<file path="src/design/lpfb_pkg.sv">
// Shared constants, codes and item types for the length-prefixed frame buffer.
// Used by every module of the block; depends on nothing.
package lpfb_pkg;

   // Field widths of the request and response channels
   localparam int KIND_W   = 2;
   localparam int BYTE_W   = 8;
   localparam int CLEN_W   = 16;
   localparam int RIDX_W   = 12;
   localparam int STATUS_W = 3;
   localparam int FLEN_W   = 12;

   // Buffer geometry
   localparam int BUF_DEPTH     = 4096;
   localparam int BUF_AW        = $clog2(BUF_DEPTH);
   localparam int POS_W         = BUF_AW + 1;
   localparam int HEADER_BYTES  = 32;
   localparam int MAX_EXTENSION = 2048;
   localparam int FRAME_DEPTH   = HEADER_BYTES + MAX_EXTENSION - 1;
   localparam int FRAME_AW      = $clog2(FRAME_DEPTH);
   localparam int LEN_OFFSET    = 4;
   localparam int LEN_BYTES     = 4;
   localparam int EXT_W         = 8 * LEN_BYTES;
   localparam int SUM_W         = CLEN_W + 1;

   // Request kinds
   localparam logic [KIND_W-1:0] KIND_BYTE = 2'd0;
   localparam logic [KIND_W-1:0] KIND_POLL = 2'd1;
   localparam logic [KIND_W-1:0] KIND_READ = 2'd2;

   // Operations after classification
   localparam logic [1:0] OP_BYTE = 2'd0;
   localparam logic [1:0] OP_POLL = 2'd1;
   localparam logic [1:0] OP_READ = 2'd2;
   localparam logic [1:0] OP_NONE = 2'd3;

   // Response status codes
   localparam logic [STATUS_W-1:0] STAT_STORED  = 3'd0;
   localparam logic [STATUS_W-1:0] STAT_DROPPED = 3'd1;
   localparam logic [STATUS_W-1:0] STAT_NOFRAME = 3'd2;
   localparam logic [STATUS_W-1:0] STAT_TAKEN   = 3'd3;
   localparam logic [STATUS_W-1:0] STAT_FLUSHED = 3'd4;
   localparam logic [STATUS_W-1:0] STAT_READ    = 3'd5;

   // One classified item as it sits in the queue
   typedef struct packed {
      logic [1:0]        op;
      logic [BYTE_W-1:0] data_byte;
      logic              chunk_first;
      logic [CLEN_W-1:0] chunk_len;
      logic [RIDX_W-1:0] read_index;
   } item_type;

   // Head of the queue as seen by the back end
   typedef struct packed {
      logic     valid;
      item_type item;
   } q_head_type;

endpackage

</file>
<file path="src/design/lpfb_front.sv">
// Front end: accepts request items, classifies them and queues them.
// Depends on lpfb_pkg.
module lpfb_front (
   input  logic                      clock,
   input  logic                      reset,
   input  logic                      req_valid,
   output logic                      req_ready,
   input  logic [lpfb_pkg::KIND_W-1:0] req_kind,
   input  logic [lpfb_pkg::BYTE_W-1:0] req_data_byte,
   input  logic                      req_chunk_first,
   input  logic [lpfb_pkg::CLEN_W-1:0] req_chunk_len,
   input  logic [lpfb_pkg::RIDX_W-1:0] req_read_index,
   output lpfb_pkg::q_head_type      q_head,
   input  logic                      q_pop
);
   import lpfb_pkg::*;

   item_type   q_item_ff [2];
   logic       wr_ptr_ff, wr_ptr_in;
   logic       rd_ptr_ff, rd_ptr_in;
   logic [1:0] count_ff, count_in;
   item_type   new_item;
   logic       push;
   logic       pop;

   // Classify the incoming item
   always_comb begin
      new_item.data_byte   = req_data_byte;
      new_item.chunk_first = req_chunk_first;
      new_item.chunk_len   = req_chunk_len;
      new_item.read_index  = req_read_index;
      case (req_kind)
         KIND_BYTE: new_item.op = OP_BYTE;
         KIND_POLL: new_item.op = OP_POLL;
         KIND_READ: new_item.op = OP_READ;
         default:   new_item.op = OP_NONE;
      endcase
   end

   assign req_ready = (count_ff != 2'd2);
   assign push      = req_valid && req_ready;
   assign pop       = q_pop && (count_ff != 2'd0);

   assign q_head.valid = (count_ff != 2'd0);
   assign q_head.item  = q_item_ff[rd_ptr_ff];

   // Advance pointers and count
   always_comb begin
      wr_ptr_in = push ? ~wr_ptr_ff : wr_ptr_ff;
      rd_ptr_in = pop ? ~rd_ptr_ff : rd_ptr_ff;
      count_in  = count_ff;
      if (push && !pop) begin
         count_in = count_ff + 2'd1;
      end else if (pop && !push) begin
         count_in = count_ff - 2'd1;
      end
   end

   always_ff @(posedge clock) begin
      if (reset) begin
         wr_ptr_ff <= 1'b0;
         rd_ptr_ff <= 1'b0;
         count_ff  <= 2'd0;
      end else begin
         wr_ptr_ff <= wr_ptr_in;
         rd_ptr_ff <= rd_ptr_in;
         count_ff  <= count_in;
      end
   end

   // Hold queued items
   always_ff @(posedge clock) begin
      if (push) begin
         q_item_ff[wr_ptr_ff] <= new_item;
      end
   end

endmodule

</file>
<file path="config.mk">
export PLATFORM = sky130hd
export DESIGN_NAME = lpfb_front
export DESIGN_NICKNAME = d
export VERILOG_FILES = /design/src/design/lpfb_pkg.sv /design/src/design/lpfb_front.sv
export SDC_FILE = /design/constraint.sdc
export NUM_CORES = 1
export LEC_CHECK = 0
export BUFFER_PORTS_ARGS = -buffer_cell sky130_fd_sc_hd__buf_2
export CAP_MARGIN = 20
export CORE_MARGIN = 2
export CORE_UTILIZATION = 45
export DETAILED_ROUTE_END_ITERATION = 16
export PLACE_DENSITY = 0.78
export REMOVE_ABC_BUFFERS = 1
export SETUP_SLACK_MARGIN = 0.02
export SLEW_MARGIN = 30
export SYNTH_ARGS = -nofsm -noshare
export SYNTH_HDL_FRONTEND = slang
export SYNTH_SLANG_ARGS = --single-unit
</file>
<file path="constraint.sdc">
create_clock -name clock -period 5.61 [get_ports clock]
set_input_delay 0.8415 -clock clock [delete_from_list [all_inputs] [get_ports clock]]
set_output_delay 0.8415 -clock clock [all_outputs]
set_load 0.01 [all_outputs]
</file>
==> impl_metrics.json <==
{
  "ant_nets": 0,
  "grt_first_pass_wirelength_um": 8200,
  "synth-seq-cells": 83,
  "synthDominantCellAreaShare_pct": 77.0,
  "grt-ovfl-total": 0,
  "fin_crit_sh_pct": 43.8,
  "grt_max_degree": 40,
  "cp_top_family": "flip-flops",
  "tns_ns": 0,
  "root_buffer": "clkbuf_8",
  "worstPathCellList": "mux2_2 > buf_2",
  "slew_viol_final": 0,
  "hold_start": "rd_ptr_ff",
  "min_path_cells": 2,
  "cp.arrival_ns": 1.61,
  "synth_area_leaders": "edfxtp_1 (77%), mux2_2 (14%), dfxtp_1 (3.3%)",
  "criticalPathCategory": "reg -> out",
  "slowest_stage": "dfxtp_4",
  "wl_per_cell_um": 16.6,
  "crit_buf_inv": 1,
  "die_x_um": 86.2,
  "start_util_pct": 47.1,
  "grt_use_met2_pct": 25.4,
  "setup_ws_ns": 3.15,
  "dpl_cell_area_sq_um": 3530,
  "cp-end-kind": "primary output",
  "layout.nets": 280,
  "drc_errors": 0,
  "cts_buffer_depth": 2,
  "detailedRoute.firstPassIterationCount": 6,
  "drive_above_1_share_pct": 59.3,
  "r2r_start": "count_ff[0]",
  "synth_area_sq_um": 3040,
  "fmax_mhz": 407,
  "diodes": 0,
  "cts_hold_buf": 0,
  "total_power_uw": 1600,
  "io_buffers": 83,
  "cts_resized": 0,
  "synthToLayoutAreaGrowth_pct": 22.2,
  "powerDensity_nw_per_um2": 432,
  "yosys.cell_types.count": 20,
  "outcome": "finished, final reports clean",
  "reg2reg_depth": 4,
  "crit_path_max_fanout": 39,
  "r2r_end": "q_item_ff[0][29]",
  "ys_warn_count": 0,
  "post-place-ws_ns": 3.19,
  "final_cell_area_sq_um": 3710,
  "track_usage_pct": 15.1,
  "rsz0062_at_grt": "false",
  "ys_seq_area_share_pct": 80.3,
  "drt_wl_total_um": 5280,
  "setup_viol": 0,
  "start_kind": "register",
  "synth.largest_area_cell": "edfxtp_1",
  "gp_congestion": 0.683,
  "fin_crit_ns": 2.46,
  "grt_antenna_before_repair": 0,
  "cts_tree": "done",
  "crit_required_ns": 4.77,
  "num_rows": 29,
  "post_cts_buffers": 0,
  "drv_cap": 0,
  "clk_latency_ns": 0.35,
  "die_h_um": 86.2,
  "skew_ns": 0.00748,
  "cts_num_sinks": 83,
  "grt_use_met3_pct": 5.24,
  "ff2ff_setup_slack_ns": 3.49,
  "num_vias": 1598,
  "top_usage_layer": "met2",
  "core_area_sq_um": 6460,
  "hold_violations": 0,
  "hp-class": "reg -> reg",
  "clkTransAtPathRegs_ns": 0.08,
  "htreeDepth": 3,
  "tightest_slew_ns": 0.746,
  "avgSynthCellArea_sq_um": 20.7,
  "io_pins": 84,
  "cts_made_buffers": 9,
  "slowest_delay_ns": 0.70,
  "syn_inst": 147,
  "avgViaCountPerCell": 5.03,
  "die-area_sq_um": 7430,
  "peakVddDrop_mv": 0.319,
  "grt_pass1_vias": 1679,
  "dr.first_iter.drc_count": 98,
  "leakagePower_uw": 0.00139,
  "grt_use_met1_pct": 17.7,
  "maxSlewHeadroom_pct": 50.2,
  "hpwlAfterDp_um": 3380
}
==> flip-flops by register name, summed over array words and instances (netlist names), named ones only <==
signal and count:
rd_ptr_ff 1, count_ff 2, wr_ptr_ff 1, q_item_ff 78
==> layout make-up <==
| type | count | area, sq um |
|---|---|---|
| Clock inverter | 7 | 58.8 |
| Timing Repair Buffer | 84 | 423 |
| Inverter | 1 | 3.75 |
| Clock buffer | 9 | 124 |
| Tap cell | 77 | 96.3 |
| Multi-Input combinational cell | 57 | 563 |
| Sequential cell | 83 | 2450 |
| Fill cell | 517 | 2740 |
==> power breakdown <==
part           total, uW  switching (uW)  internal [uW]
sequential           839            62.8            776
clock                396             228            168
combinational        369             179            190
total               1600             471           1130
==> synth_stat cells <==
cell type,n
mux2_2,39
ha_1,1
or3_1,1
buf_4,1
nand2b_1,1
and2_1,1
buf_6,1
inv_1,1
and3_1,1
nor2_1,3
dfxtp_1,5
xor2_1,3
buf_2,2
edfxtp_1,78
or2_2,1
nand3b_1,1
a21bo_2,1
o21ai_0,2
clkbuf_1,2
a21oi_1,2
==> routing by layer <==
layer  routed length, um  vias to the layer above
li1                    -                      753
met4                  91                        0
met1                2080                      778
met2                2730                       60
met5                   0                        -
met3                 372                        7
==> worst min-delay path, cell delays in order, from the launching register on <==
cell     delay (ns)
dfxtp_1        0.34
xor2_1         0.08
nor2_1         0.07
==> cell usage in the layout (no fill, tap or decap), drive strengths merged, types with 2 or more instances in the layout <==
| cell | n |
|---|---|
| buf | 84 |
| edfxtp | 78 |
| mux2 | 39 |
| clkbuf | 9 |
| inv | 5 |
| dfxtp | 5 |
| xor2 | 3 |
| nor2 | 3 |
| o21ai | 2 |
| a21oi | 2 |
| clkinvlp | 2 |
==> cell families after synthesis <==
logic type / synth area share, %
AO/OA/AOI/OAI: 0.988
adder cells (fa/ha/maj): 0.411
flip-flops: 80.3
buffers and inverters: 1.32
AND/OR/NAND/NOR: 1.65
multiplexers: 14.4
XOR/XNOR: 0.864
==> stage by stage <==
stage	util, %	cells	hold WS [ns]
floorplan	-	141	0.471
global placement	54.6	302	0.487
detailed placement	54.6	302	0.499
CTS	57.4	318	0.523
global route	57.5	318	0.550
finish	57.5	318	0.521
==> how the worst max path moves through the flow <==
stage | slack, ns | cells after the start | endpoint
3_5_place_dp | 3.19 | 4 | q_item_ff[0][32]
4_1_cts | 2.82 | 2 | q_head[32]
2_1_floorplan | 3.21 | 1 | q_head[0]
6_report | 3.15 | 2 | q_head[31]
5_1_grt | 3.07 | 2 | q_head[31]
3_3_place_gp | 3.22 | 2 | q_head[37]
Note: power is estimated with default switching activity, not from simulation.
